<file path="src/hw/rtl/sha_pkg.sv">
// Package: SHA-256 constants, types and round functions.
`default_nettype none
package sha_pkg;

  localparam int unsigned QueueDepth = 4;

  typedef logic [31:0] word_t;

  // Packed front-to-back item: one message byte or control.
  typedef struct packed {
    logic [7:0] data;
    logic       has_byte;
    logic       eom;
  } item_t;

  typedef enum logic [2:0] {
    ST_IDLE,
    ST_LOAD,
    ST_ROUND,
    ST_FOLD,
    ST_PAD,
    ST_EMIT
  } core_state_e;

  function automatic word_t round_k(input logic [5:0] t);
    word_t k;
    case (t)
      6'd0: k = 32'h428a2f98; 6'd1: k = 32'h71374491; 6'd2: k = 32'hb5c0fbcf;
      6'd3: k = 32'he9b5dba5; 6'd4: k = 32'h3956c25b; 6'd5: k = 32'h59f111f1;
      6'd6: k = 32'h923f82a4; 6'd7: k = 32'hab1c5ed5; 6'd8: k = 32'hd807aa98;
      6'd9: k = 32'h12835b01; 6'd10: k = 32'h243185be; 6'd11: k = 32'h550c7dc3;
      6'd12: k = 32'h72be5d74; 6'd13: k = 32'h80deb1fe; 6'd14: k = 32'h9bdc06a7;
      6'd15: k = 32'hc19bf174; 6'd16: k = 32'he49b69c1; 6'd17: k = 32'hefbe4786;
      6'd18: k = 32'h0fc19dc6; 6'd19: k = 32'h240ca1cc; 6'd20: k = 32'h2de92c6f;
      6'd21: k = 32'h4a7484aa; 6'd22: k = 32'h5cb0a9dc; 6'd23: k = 32'h76f988da;
      6'd24: k = 32'h983e5152; 6'd25: k = 32'ha831c66d; 6'd26: k = 32'hb00327c8;
      6'd27: k = 32'hbf597fc7; 6'd28: k = 32'hc6e00bf3; 6'd29: k = 32'hd5a79147;
      6'd30: k = 32'h06ca6351; 6'd31: k = 32'h14292967; 6'd32: k = 32'h27b70a85;
      6'd33: k = 32'h2e1b2138; 6'd34: k = 32'h4d2c6dfc; 6'd35: k = 32'h53380d13;
      6'd36: k = 32'h650a7354; 6'd37: k = 32'h766a0abb; 6'd38: k = 32'h81c2c92e;
      6'd39: k = 32'h92722c85; 6'd40: k = 32'ha2bfe8a1; 6'd41: k = 32'ha81a664b;
      6'd42: k = 32'hc24b8b70; 6'd43: k = 32'hc76c51a3; 6'd44: k = 32'hd192e819;
      6'd45: k = 32'hd6990624; 6'd46: k = 32'hf40e3585; 6'd47: k = 32'h106aa070;
      6'd48: k = 32'h19a4c116; 6'd49: k = 32'h1e376c08; 6'd50: k = 32'h2748774c;
      6'd51: k = 32'h34b0bcb5; 6'd52: k = 32'h391c0cb3; 6'd53: k = 32'h4ed8aa4a;
      6'd54: k = 32'h5b9cca4f; 6'd55: k = 32'h682e6ff3; 6'd56: k = 32'h748f82ee;
      6'd57: k = 32'h78a5636f; 6'd58: k = 32'h84c87814; 6'd59: k = 32'h8cc70208;
      6'd60: k = 32'h90befffa; 6'd61: k = 32'ha4506ceb; 6'd62: k = 32'hbef9a3f7;
      default: k = 32'hc67178f2;
    endcase
    return k;
  endfunction

  function automatic word_t init_h(input logic [2:0] i);
    word_t h;
    case (i)
      3'd0: h = 32'h6a09e667; 3'd1: h = 32'hbb67ae85;
      3'd2: h = 32'h3c6ef372; 3'd3: h = 32'ha54ff53a;
      3'd4: h = 32'h510e527f; 3'd5: h = 32'h9b05688c;
      3'd6: h = 32'h1f83d9ab; default: h = 32'h5be0cd19;
    endcase
    return h;
  endfunction

  function automatic word_t ror(input word_t v, input int unsigned s);
    return (v >> s) | (v << (32 - s));
  endfunction

endpackage
`default_nettype wire

</file>
<file path="src/hw/rtl/sha_stream_if.sv">
// Valid/ready stream interfaces for the hasher channels.
`default_nettype none
interface sha_in_if;
  logic       valid;
  logic       ready;
  logic [7:0] data_byte;
  logic       has_byte;
  logic       end_of_message;
  modport source(output valid, data_byte, has_byte, end_of_message, input ready);
  modport sink(input valid, data_byte, has_byte, end_of_message, output ready);
endinterface

interface sha_out_if;
  logic        valid;
  logic        ready;
  logic [31:0] digest_word;
  logic [2:0]  word_index;
  logic        last_word;
  modport source(output valid, digest_word, word_index, last_word, input ready);
  modport sink(input valid, digest_word, word_index, last_word, output ready);
endinterface
`default_nettype wire

</file>
<file path="src/hw/rtl/sha_front.sv">
// Front end: takes input transfers and queues the useful ones.
`default_nettype none
module sha_front
  import sha_pkg::*;
#(
  parameter int unsigned Depth = QueueDepth
) (
  input  wire   clk_i,
  input  wire   rst_ni,
  sha_in_if.sink in_if,
  output item_t item_o,
  output logic  item_valid_o,
  input  wire   item_ready_i
);
  localparam int unsigned AW = (Depth > 1) ? $clog2(Depth) : 1;

  item_t          mem_q [Depth];
  logic [AW-1:0]  wr_q, rd_q;
  logic [AW:0]    cnt_q;
  logic           push, pop, useful;

  // idle items (no byte, no end) are dropped here
  assign useful       = in_if.has_byte | in_if.end_of_message;
  assign in_if.ready  = (cnt_q != (AW+1)'(Depth));
  assign push         = in_if.valid & in_if.ready & useful;
  assign item_valid_o = (cnt_q != '0);
  assign pop          = item_valid_o & item_ready_i;
  assign item_o       = mem_q[rd_q];

  always_ff @(posedge clk_i) begin
    if (push) begin
      mem_q[wr_q] <= '{data: in_if.data_byte, has_byte: in_if.has_byte,
                       eom: in_if.end_of_message};
    end
  end

  // pointers and fill count
  always_ff @(posedge clk_i or negedge rst_ni) begin
    if (!rst_ni) begin
      wr_q  <= '0;
      rd_q  <= '0;
      cnt_q <= '0;
    end else begin
      if (push) wr_q <= (wr_q == AW'(Depth - 1)) ? '0 : wr_q + 1'b1;
      if (pop)  rd_q <= (rd_q == AW'(Depth - 1)) ? '0 : rd_q + 1'b1;
      cnt_q <= cnt_q + (AW+1)'(push) - (AW+1)'(pop);
    end
  end

`ifndef NO_ASSERTIONS
  a_no_overflow: assert property (@(posedge clk_i) disable iff (!rst_ni)
    cnt_q == (AW+1)'(Depth) |-> !push) else $error("queue overflow");
  a_no_underflow: assert property (@(posedge clk_i) disable iff (!rst_ni)
    cnt_q == '0 |-> !pop) else $error("queue underflow");
  a_count_step: assert property (@(posedge clk_i) disable iff (!rst_ni)
    (push && !pop) |=> cnt_q == $past(cnt_q) + 1'b1) else $error("count step");
`endif
endmodule
`default_nettype wire

</file>
<file path="src/hw/rtl/sha_core.sv">
// Back end: block buffer, message schedule, round engine and digest output.
`default_nettype none
module sha_core
  import sha_pkg::*;
(
  input  wire     clk_i,
  input  wire     rst_ni,
  input  item_t   item_i,
  input  wire     item_valid_i,
  output logic    item_ready_o,
  sha_out_if.source out_if
);
  core_state_e state_q, state_d;

  word_t       buf_q [16];       // block buffer as 16 words, written a byte lane at a time
  word_t       w_q [16];         // schedule window, shifted on each load and round step
  word_t       h_q [8];
  word_t       a_q, b_q, c_q, d_q, e_q, f_q, g_q, hh_q;
  logic [60:0] count_q;
  logic [5:0]  t_q;              // round / load / pad index
  logic        final_q;          // the end of the current message has been taken
  logic        second_q;         // a length-only block still follows
  logic        padded_q;         // padding of this message is already written
  logic [2:0]  oidx_q;
  logic        ovalid_q;

  logic [5:0]  used;
  logic [63:0] bits;
  logic        take, byte_fill;
  word_t       w_new, t1, t2, s0, s1, wt;
  word_t       sig0_a, sig1_e, ch, maj;

  assign used = count_q[5:0];
  assign bits = {count_q, 3'b000};
  assign take = item_valid_i & item_ready_o;
  assign byte_fill = take & item_i.has_byte & (used == 6'd63);

  // next state
  always_comb begin
    state_d = state_q;
    unique case (state_q)
      ST_IDLE: begin
        if (take) begin
          if (byte_fill) state_d = ST_LOAD;
          else if (item_i.eom) state_d = ST_PAD;
        end
      end
      ST_PAD:   if (t_q == 6'd63) state_d = ST_LOAD;
      ST_LOAD:  if (t_q == 6'd15) state_d = ST_ROUND;
      ST_ROUND: if (t_q == 6'd63) state_d = ST_FOLD;
      ST_FOLD: begin
        // a message that ended on a full block still needs its padding block
        if (second_q || (final_q && !padded_q)) state_d = ST_PAD;
        else if (final_q) state_d = ST_EMIT;
        else state_d = ST_IDLE;
      end
      ST_EMIT:  if (ovalid_q && out_if.ready && oidx_q == 3'd7) state_d = ST_IDLE;
      default:  state_d = ST_IDLE;
    endcase
  end

  // outputs
  always_comb begin
    item_ready_o = (state_q == ST_IDLE);
  end

  // round datapath
  always_comb begin
    s0     = ror(w_q[1], 7) ^ ror(w_q[1], 18) ^ (w_q[1] >> 3);
    s1     = ror(w_q[14], 17) ^ ror(w_q[14], 19) ^ (w_q[14] >> 10);
    w_new  = w_q[0] + s0 + w_q[9] + s1;
    wt     = w_q[0];
    sig1_e = ror(e_q, 6) ^ ror(e_q, 11) ^ ror(e_q, 25);
    sig0_a = ror(a_q, 2) ^ ror(a_q, 13) ^ ror(a_q, 22);
    ch     = (e_q & f_q) ^ (~e_q & g_q);
    maj    = (a_q & b_q) ^ (a_q & c_q) ^ (b_q & c_q);
    t1     = hh_q + sig1_e + ch + round_k(t_q) + wt;
    t2     = sig0_a + maj;
  end

  // block buffer: byte writes and padding sweep
  always_ff @(posedge clk_i) begin
    if (state_q == ST_IDLE && take && item_i.has_byte) begin
      buf_q[used[5:2]][{~used[1:0], 3'b000} +: 8] <= item_i.data;
    end else if (state_q == ST_PAD) begin
      if (t_q >= 6'd56 && (second_q || used < 6'd56)) begin
        buf_q[t_q[5:2]][{~t_q[1:0], 3'b000} +: 8] <= bits[{~t_q[2:0], 3'b000} +: 8];
      end else if (second_q || t_q > used) begin
        buf_q[t_q[5:2]][{~t_q[1:0], 3'b000} +: 8] <= 8'h00;
      end else if (t_q == used) begin
        buf_q[t_q[5:2]][{~t_q[1:0], 3'b000} +: 8] <= 8'h80;
      end
    end
  end

  // schedule window and working variables
  always_ff @(posedge clk_i) begin
    if (state_q == ST_LOAD) begin
      for (int i = 0; i < 15; i++) w_q[i] <= w_q[i+1];
      w_q[15] <= buf_q[t_q[3:0]];
      if (t_q == 6'd0) begin
        a_q <= h_q[0]; b_q <= h_q[1]; c_q <= h_q[2]; d_q <= h_q[3];
        e_q <= h_q[4]; f_q <= h_q[5]; g_q <= h_q[6]; hh_q <= h_q[7];
      end
    end else if (state_q == ST_ROUND) begin
      for (int i = 0; i < 15; i++) w_q[i] <= w_q[i+1];
      w_q[15] <= w_new;
      hh_q <= g_q; g_q <= f_q; f_q <= e_q; e_q <= d_q + t1;
      d_q <= c_q; c_q <= b_q; b_q <= a_q; a_q <= t1 + t2;
    end
  end

  // control registers
  always_ff @(posedge clk_i or negedge rst_ni) begin
    if (!rst_ni) begin
      state_q  <= ST_IDLE;
      t_q      <= '0;
      count_q  <= '0;
      final_q  <= 1'b0;
      second_q <= 1'b0;
      padded_q <= 1'b0;
      oidx_q   <= '0;
      ovalid_q <= 1'b0;
      for (int i = 0; i < 8; i++) h_q[i] <= init_h(3'(i));
    end else begin
      state_q <= state_d;
      unique case (state_q)
        ST_IDLE: begin
          t_q <= '0;
          if (take) begin
            if (item_i.has_byte) count_q <= count_q + 61'd1;
            final_q  <= item_i.eom;
            second_q <= 1'b0;
            padded_q <= 1'b0;
          end
        end
        ST_PAD: begin
          t_q <= t_q + 6'd1;
          if (t_q == 6'd63) begin
            // pad spilled past the length field: one more block after this
            if (!second_q && used >= 6'd56) begin
              second_q <= 1'b1;
            end else begin
              second_q <= 1'b0;
              padded_q <= 1'b1;
            end
          end
        end
        ST_LOAD: t_q <= (t_q == 6'd15) ? 6'd0 : t_q + 6'd1;
        ST_ROUND: t_q <= t_q + 6'd1;
        ST_FOLD: begin
          t_q <= '0;
          h_q[0] <= h_q[0] + a_q; h_q[1] <= h_q[1] + b_q;
          h_q[2] <= h_q[2] + c_q; h_q[3] <= h_q[3] + d_q;
          h_q[4] <= h_q[4] + e_q; h_q[5] <= h_q[5] + f_q;
          h_q[6] <= h_q[6] + g_q; h_q[7] <= h_q[7] + hh_q;
          if (final_q && padded_q) begin
            ovalid_q <= 1'b1;
            oidx_q   <= '0;
          end
        end
        ST_EMIT: begin
          if (ovalid_q && out_if.ready) begin
            oidx_q <= oidx_q + 3'd1;
            if (oidx_q == 3'd7) begin
              ovalid_q <= 1'b0;
              count_q  <= '0;
              final_q  <= 1'b0;
              for (int i = 0; i < 8; i++) h_q[i] <= init_h(3'(i));
            end
          end
        end
        default: t_q <= '0;
      endcase
    end
  end

  assign out_if.valid       = ovalid_q;
  assign out_if.digest_word = h_q[oidx_q];
  assign out_if.word_index  = oidx_q;
  assign out_if.last_word   = (oidx_q == 3'd7);

`ifndef NO_ASSERTIONS
  a_valid_only_emit: assert property (@(posedge clk_i) disable iff (!rst_ni)
    ovalid_q |-> state_q == ST_EMIT) else $error("result outside emit");
  a_no_take_busy: assert property (@(posedge clk_i) disable iff (!rst_ni)
    state_q != ST_IDLE |-> !item_ready_o) else $error("take while busy");
  a_rounds_end: assert property (@(posedge clk_i) disable iff (!rst_ni)
    (state_q == ST_ROUND && t_q == 6'd63) |=> state_q == ST_FOLD)
    else $error("round count");
  a_emit_reset: assert property (@(posedge clk_i) disable iff (!rst_ni)
    (state_q == ST_EMIT && state_d == ST_IDLE) |=> count_q == '0)
    else $error("count not cleared");
`endif
endmodule
`default_nettype wire

</file>
<file path="src/hw/rtl/sha256_stream_hasher.sv">
// Top level: SHA-256 stream hasher, front queue plus compression core.
//
// channel  dir  payload                                   transfer
// in_if    in   data_byte[7:0] has_byte end_of_message     valid & ready
// out_if   out  digest_word[31:0] word_index[2:0] last     valid & ready
//
// The core takes a byte whenever it is idle; each 64th byte starts a block
// compression of load, rounds and fold, during which no bytes are taken.
// Message end: padding sweep, load, rounds and fold, twice when the length spills;
// a message ended on a full block gets a padding block after it; then 8 words.
// Reset loads the initial hash values and clears the byte count.
// A queue of Depth entries (four by default) lets the input keep transferring while the core is busy.
`default_nettype none
module sha256_stream_hasher
  import sha_pkg::*;
#(
  parameter int unsigned Depth = QueueDepth
) (
  input  wire        clk_i,
  input  wire        rst_ni,
  sha_in_if.sink     in_if,
  sha_out_if.source  out_if
);
  item_t item;
  logic  item_valid, item_ready;

  sha_front #(.Depth(Depth)) u_front (
    .clk_i, .rst_ni, .in_if,
    .item_o(item), .item_valid_o(item_valid), .item_ready_i(item_ready)
  );

  sha_core u_core (
    .clk_i, .rst_ni,
    .item_i(item), .item_valid_i(item_valid), .item_ready_o(item_ready),
    .out_if
  );
endmodule
`default_nettype wire

</file>
<file path="src/flat_wrapper.sv">
// flat-port wrapper written by rule: the top's interface ports become plain ports
module sha256_stream_hasher_flat import sha_pkg::*;
#(
  parameter int unsigned Depth = QueueDepth
)
  (clk_i, rst_ni, in_if_valid, in_if_data_byte, in_if_has_byte, in_if_end_of_message, in_if_ready, out_if_valid, out_if_digest_word, out_if_word_index, out_if_last_word, out_if_ready);
  sha_in_if in_if_i ();
  sha_out_if out_if_i ();
  input  wire clk_i;
  input  wire rst_ni;
  input wire logic [$bits(in_if_i.valid)-1:0] in_if_valid;
  input wire logic [$bits(in_if_i.data_byte)-1:0] in_if_data_byte;
  input wire logic [$bits(in_if_i.has_byte)-1:0] in_if_has_byte;
  input wire logic [$bits(in_if_i.end_of_message)-1:0] in_if_end_of_message;
  output wire logic [$bits(in_if_i.ready)-1:0] in_if_ready;
  output wire logic [$bits(out_if_i.valid)-1:0] out_if_valid;
  output wire logic [$bits(out_if_i.digest_word)-1:0] out_if_digest_word;
  output wire logic [$bits(out_if_i.word_index)-1:0] out_if_word_index;
  output wire logic [$bits(out_if_i.last_word)-1:0] out_if_last_word;
  input wire logic [$bits(out_if_i.ready)-1:0] out_if_ready;
  assign in_if_i.valid = in_if_valid;
  assign in_if_i.data_byte = in_if_data_byte;
  assign in_if_i.has_byte = in_if_has_byte;
  assign in_if_i.end_of_message = in_if_end_of_message;
  assign in_if_ready = in_if_i.ready;
  assign out_if_valid = out_if_i.valid;
  assign out_if_digest_word = out_if_i.digest_word;
  assign out_if_word_index = out_if_i.word_index;
  assign out_if_last_word = out_if_i.last_word;
  assign out_if_i.ready = out_if_ready;
  sha256_stream_hasher #(.Depth(Depth)) u_core (.clk_i(clk_i), .rst_ni(rst_ni), .in_if(in_if_i), .out_if(out_if_i));
endmodule
</file>
<file path="config.mk">
export PLATFORM = sky130hd
export DESIGN_NAME = sha256_stream_hasher_flat
export DESIGN_NICKNAME = d
export VERILOG_FILES = /design/src/hw/rtl/sha_pkg.sv /design/src/hw/rtl/sha_stream_if.sv /design/src/hw/rtl/sha_front.sv /design/src/hw/rtl/sha_core.sv /design/src/hw/rtl/sha256_stream_hasher.sv /design/src/flat_wrapper.sv
export SDC_FILE = /design/constraint.sdc
export NUM_CORES = 2
export LEC_CHECK = 0
export BUFFER_PORTS_ARGS = -buffer_cell sky130_fd_sc_hd__clkbuf_2
export CAP_MARGIN = 5
export CORE_AREA = 2 2 397 399
export DETAILED_ROUTE_END_ITERATION = 8
export DIE_AREA = 0 0 399 401
export GPL_TIMING_DRIVEN = 1
export MAX_ROUTING_LAYER = met4
export PLACE_DENSITY = 0.86
export SYNTH_ARGS = -nofsm -noshare
export SYNTH_HDL_FRONTEND = slang
export SYNTH_SLANG_ARGS = --single-unit
</file>
<file path="constraint.sdc">
create_clock -name clk_i -period 50.4 [get_ports clk_i]
set_input_delay 2.52 -clock clk_i [delete_from_list [all_inputs] [get_ports clk_i]]
set_output_delay 2.52 -clock clk_i [all_outputs]
set_load 0.05 [all_outputs]
</file>
# Word level (Yosys, flattened, before mapping)
# Memory sizes are Yosys's and may differ from the RTL's.
# Index checks and enable logic that the tools add are counted.
# totals
regBits	596
latchBits	0
mem_bits_rw	1064
romBits	2048
out_inout_bits	38
elab_cells	415
mem_count	4
# classes
n_addsub	27
multipliers	0
n_div	0
magnitude_cmp	5
n_eq_ne	25
n_shift	7
muxes	172
n_bitwise	117
n_reduce_logical	31
# mem_list
memory	depth	word_bits	rd	rd_clocked_by_memory_dff	wr	line	rtl
(name not given)	64	32	1	0	0	sha_pkg.sv:27	case (t)
u_core.u_core.buf_q	16	32	1	0	1	sha_core.sv:15	word_t buf_q [16];
u_core.u_core.w_q	16	32	16	0	16	sha_core.sv:16	word_t w_q [16];
u_core.u_front.mem_q	4	10	1	0	1	sha_front.sv:17	item_t mem_q [Depth];
# ops
op	n
$mux W32	48
$add A32 B32 Y32	18
$mux W256	2
$pmux W256 S2	1
$xor A32 B32 Y32	9
$mux W61	4
$and A32 B32 Y32	5
$pmux W61 S2	1
$bmux W32 S3	1
$mux W1	93
$or A1 B1 Y1	81
$shift A8 B7 Y32 const A	2
$shiftx A64 B7 Y8	1
$shiftx A8 B7 Y32	2
$shiftx A8 B7 Y32 const A	2
$add A61 B1 Y61 const B	1
$mux W3	11
$not A32 Y32	1
$or A10 B32 Y32	1
$or A13 B32 Y32	1
$or A14 B32 Y32	1
$or A15 B32 Y32	1
$or A19 B32 Y32	1
$or A21 B32 Y32	1
52 further kinds	95

# Logic depth before layout (Yosys ltp)
# depth
depth_word	11
depth_mapped	42

# Hierarchy
# A second synthesis with hierarchy kept.
# unflattened
cells_unflattened	7923
area_unflattened_um2	92383.6
# by_module_without_submodules
module	instances	cells_per_inst	area_per_inst_um2
sha_core	1	7831	90485.5
sha_front	1	92	1898.1

# Worst setup path before layout
# No wires, ideal clock.
# synth_path
kind	register -> register
start	reg u_core.u_core.state_q[0]
end	mem u_core.u_core.w_q[0][0] (netlist name) (enable)
setup_ns	1.397
arrival_ns	22.318
required_time_ns	49.003
path_slack_ns	26.684
path_stages_with_launch	6
n_path_buf	1
period_less_slack_ns	23.716
path_cell_list	dfrtp_1 > clkbuf_1 > clkinv_1 > nor2_1 > nor2_1 > nor2_1
# synth_lines
element	line	rtl
from (decl)	sha_core.sv:13	core_state_e state_q, state_d;
from (signal assigned)	sha_core.sv:126	state_q <= state_d;
to (decl)	sha_core.sv:16	

# Final worst setup path
# layout_path
start	reg u_core.u_core.t_q[1]
end	reg u_core.u_core.a_q[30], data pin
# layout_between
elab_chain_len	6
# layout_lines
element	line	rtl
from (decl)	sha_core.sv:20	logic [5:0] t_q;
from (signal assigned)	sha_core.sv:138	t_q <= t_q + 6'd1;
from (signal assigned)	sha_core.sv:149	ST_LOAD: t_q <= (t_q == 6'd15) ? 6'd0 : t_q + 6'd1;
from (signal assigned)	sha_core.sv:150	ST_ROUND: t_q <= t_q + 6'd1;
$mem_v2 Z64 W32	--	
$add A32 B32 Y32 (2 in series)	sha_core.sv:77	t1 = hh_q + sig1_e + ch + round_k(t_q) + wt;
$add A32 B32 Y32	sha_core.sv:109	d_q <= c_q; c_q <= b_q; b_q <= a_q; a_q <= t1 + t2;
$mux W32	sha_core.sv:105	end else if (state_q == ST_ROUND) begin
$mux W32	sha_core.sv:98	if (state_q == ST_LOAD) begin
to (signal assigned)	sha_core.sv:102	a_q <= h_q[0]; b_q <= h_q[1]; c_q <= h_q[2]; d_q <= h_q[3];
to (signal assigned)	sha_core.sv:109	
to (decl)	sha_core.sv:18	word_t a_q, b_q, c_q, d_q, e_q, f_q, g_q, hh_q;
# Every way passes these cells. The select of a mux whose other input is x is not followed.
# A chain may end at the register's enable or synchronous reset.

==> metrics.md <==
| Metric | Value |
|---|---|
| Status | `complete, but fails checks` |
| Failing checks | `max-capacitance violations, max-slew violations` |
| Origin of the critical flop-to-flop path | `u_core.u_core.t_q[1]$_DFFE_PN0N_` |
| Synth Area in Compound Gates | `0.121` |
| Remaining DRCs | `0` |
| Adder-Cell Fraction of Synth Area | `0.0992` |
| Gates resized, CTS repair | `0` |
| Crit path kind | `reg2reg` |
| DRT Wirelength | `290000 µm` |
| CP arrival | `10.97 ns` |
| Mapped Cells | `7997` |
| Yosys cell types | `101` |
| Most common cell after layout, fill and taps aside | `edfxtp_1` |
| First-pass GRT wire length | `426000 µm` |
| Routability cong. | `1.03` |
| Worst skew pair latency | `0.85 ns` |
| Placed cell area | `0.0949 mm²` |
| CP max stage delay | `0.78 ns` |
| Cts bufs inserted | `169` |
| Largest net degree at the start of global routing | `177` |
| Clock transition at path regs | `0.07 ns` |
| Ratio of cells with drive above 1 in the final layout | `0.109` |
| Yosys reg bits | `1660` |
| Antenna violations before repair | `7` |
| Post-Syn Area | `0.0927 mm²` |
| Hold Fails Final Rpt | `0` |
| Clk buf depth | `3` |
| Post-synth EDFFs | `1320` |
| Crit end category | `register` |
| CP Launch Type | `register` |
| Vias per inst | `6.57` |
| Tot GR Track Use | `0.372` |
| Largest family of logic cells by synthesized area | `compound AO/OA/AOI/OAI gates` |
| Post-synth top flop | `edfxtp_1` |
| Worst hold path startpoint | `u_core.u_core.w_q[1][170]$_DFFE_PP_` |
| P&R area growth vs syn | `8.47%` |
| Final period util | `0.207` |
| Port bufs | `51` |
| DIE WIDTH | `399 µm` |
| Critical Path Start | `u_core.u_core.t_q[1]$_DFFE_PN0N_` |
| Max_cap viols | `1` |
| Hold WS | `0.405 ns` |
| Count of final max-slew check failures | `5` |
| Mux cell area share after synthesis | `0.0637` |
| Die height | `401 µm` |
| Sink Count | `1660` |
| Die ar. | `0.160 mm²` |
| Gr ovfl total | `0` |
| Setup bufs post-CTS | `0` |
| Cell area after layout | `0.101 mm²` |
| Sequential area share after synthesis | `0.521` |
| R2R cell count | `35` |
| Syn. warnings | `0` |
| DR vias | `66700` |
| Worst Slack Setup Final | `39.99 ns` |
| Post-synthesis average cell area | `11.6 µm²` |
| Final Setup Violations | `0` |
| Clock H-tree levels | `4` |
| # IOs | `52` |
| Drt first pass iters | `8` |
| Max transition margin | `-0.0442` |
| Commonest non-fill, non-tap cells in the layout | `1320 x edfxtp_1, 1076 x nand2_1, 516 x a21oi_1, 506 x inv_1, 492 x o21ai_0` |
| Hold path depth | `0` |
| Initial DRC count | `8817` |
| CP required | `50.96 ns` |
| Setup tns final | `0 ns` |
| Critical path's slowest cell | `dfrtp_4` |
| Worst hold path type | `reg2reg` |
| Net count, final | `8570` |
| Simple-gate share of the synthesized area | `0.100` |
| Root buffer cell | `clkbuf_16` |
| Fmax | `96.1 MHz` |
| R2R Setup Slk | `39.99 ns` |
| Synth Area in XOR/XNOR | `0.0580` |
| Initial core utilization | `0.595` |
| Average wire per standard cell | `28.6 µm` |
| Hold buffers post-CTS | `0` |
| Pin slew with the least headroom to its limit | `1.56 ns` |
| DP Worst Slack | `40.27 ns` |
| Syn_nets | `8626` |
| Clock Skew | `0.0823 ns` |
| Final ANT Viol Nets | `0` |
| Cell row count | `145` |
| Core ar. | `0.156 mm²` |
| CP max FO | `49` |
| FFs w/ async S/R, synth | `0.205` |
| Final Critical Period | `10.41 ns` |
| RSZ-0062 raised after global routing | `no` |
| CTS tree | `built` |
| Placed wire-length estimate | `202000 µm` |
| Number of global-route vias before repair | `64900` |
==> layer usage <==
| metal | wire length [µm] | global-route usage |
|---|---|---|
| met4 | 17500 | 0.186 |
| met5 | 0 | - |
| met1 | 108000 | 0.472 |
| met2 | 135000 | 0.565 |
| met3 | 29500 | 0.0840 |
==> sequential cells by signal, indices dropped and copies added, names as in the netlist, 6 cells and up <==
name	cells
u_core.u_core.d_q	32
u_core.u_core.a_q	32
u_core.u_core.g_q	32
u_core.u_core.count_q	61
u_core.u_core.e_q	32
u_core.u_core.c_q	32
u_core.u_front.mem_q	40
u_core.u_core.b_q	32
u_core.u_core.hh_q	32
u_core.u_core.f_q	32
u_core.u_core.h_q	256
u_core.u_core.t_q	6
u_core.u_core.buf_q	512
u_core.u_core.w_q	512
==> area by class of cell <==
| type | count | area, µm² |
|---|---|---|
| repair buffers | 143 | 1040 |
| well taps | 2058 | 2570 |
| inverters | 511 | 1920 |
| clock inverters | 91 | 948 |
| fillers | 11200 | 55100 |
| clock buffers | 223 | 4610 |
| flip-flops and latches | 1660 | 48300 |
| diodes | 8 | 20.0 |
| multi-input cells | 5456 | 41100 |
==> critical path: cells and delay by family (launching register included) <==
| family | cells | cell delay [ns] |
|---|---|---|
| AO/OA/AOI/OAI | 17 | 4.22 |
| adder cells (fa/ha/maj) | 6 | 2.64 |
| AND/OR/NAND/NOR | 5 | 1.20 |
| buffers and inverters | 6 | 1.13 |
| flip-flops | 1 | 0.78 |
| XOR/XNOR | 1 | 0.19 |
==> metrics by stage <==
stage,std cells,util
after global routing,10100,0.646
after CTS,10100,0.646
final,10200,0.646
after global placement,9828,0.610
after floorplan,7997,-
after detailed placement,9828,0.610
==> final timing paths <==
kind,endpoint
max,u_core.u_core.a_q[30]$_DFFE_PP_
min,u_core.u_core.w_q[1][138]$_DFFE_PP_
max reg2reg,u_core.u_core.a_q[30]$_DFFE_PP_
min reg2reg,u_core.u_core.w_q[1][138]$_DFFE_PP_
max in group asynchronous,u_core.u_core.t_q[1]$_DFFE_PN0N_
min in group asynchronous,u_core.u_core.h_q[206]$_DFFE_PN0P_
==> kinds of logic (layout without fill, tap and decap cells) <==
| group | count (synthesis) | count (layout) |
|---|---|---|
| flip-flops | 1660 | 1660 |
| XOR/XNOR | 614 | 614 |
| AND/OR/NAND/NOR | 2124 | 2124 |
| other | 0 | 8 |
| AO/OA/AOI/OAI | 1792 | 1792 |
| multiplexers | 308 | 308 |
| buffers and inverters | 881 | 968 |
| adder cells (fa/ha/maj) | 618 | 618 |
==> Yosys cell counts, types with 74 or more instances <==
cell type  instances  share of area
edfxtp_1        1320           0.43
inv_1            507          0.021
mux4_2           219          0.053
nand3_1           86         0.0046
dfstp_2          136          0.039
nor2_1           492          0.020
a211oi_1          79         0.0064
xor2_1           309          0.029
o21ai_0          499          0.027
nand2b_1          74         0.0050
nand2_1         1078          0.044
nor3_1            78         0.0042
a21oi_1          516          0.028
ha_1             419          0.057
a21o_1           193          0.016
xnor2_1          305          0.029
dfrtp_1          204          0.055
fa_1             196          0.042
clkbuf_1         305          0.012
Power is left out: the tool's default activity adds up to more than one toggle a clock period on the data nets, which glitch-free logic cannot reach.
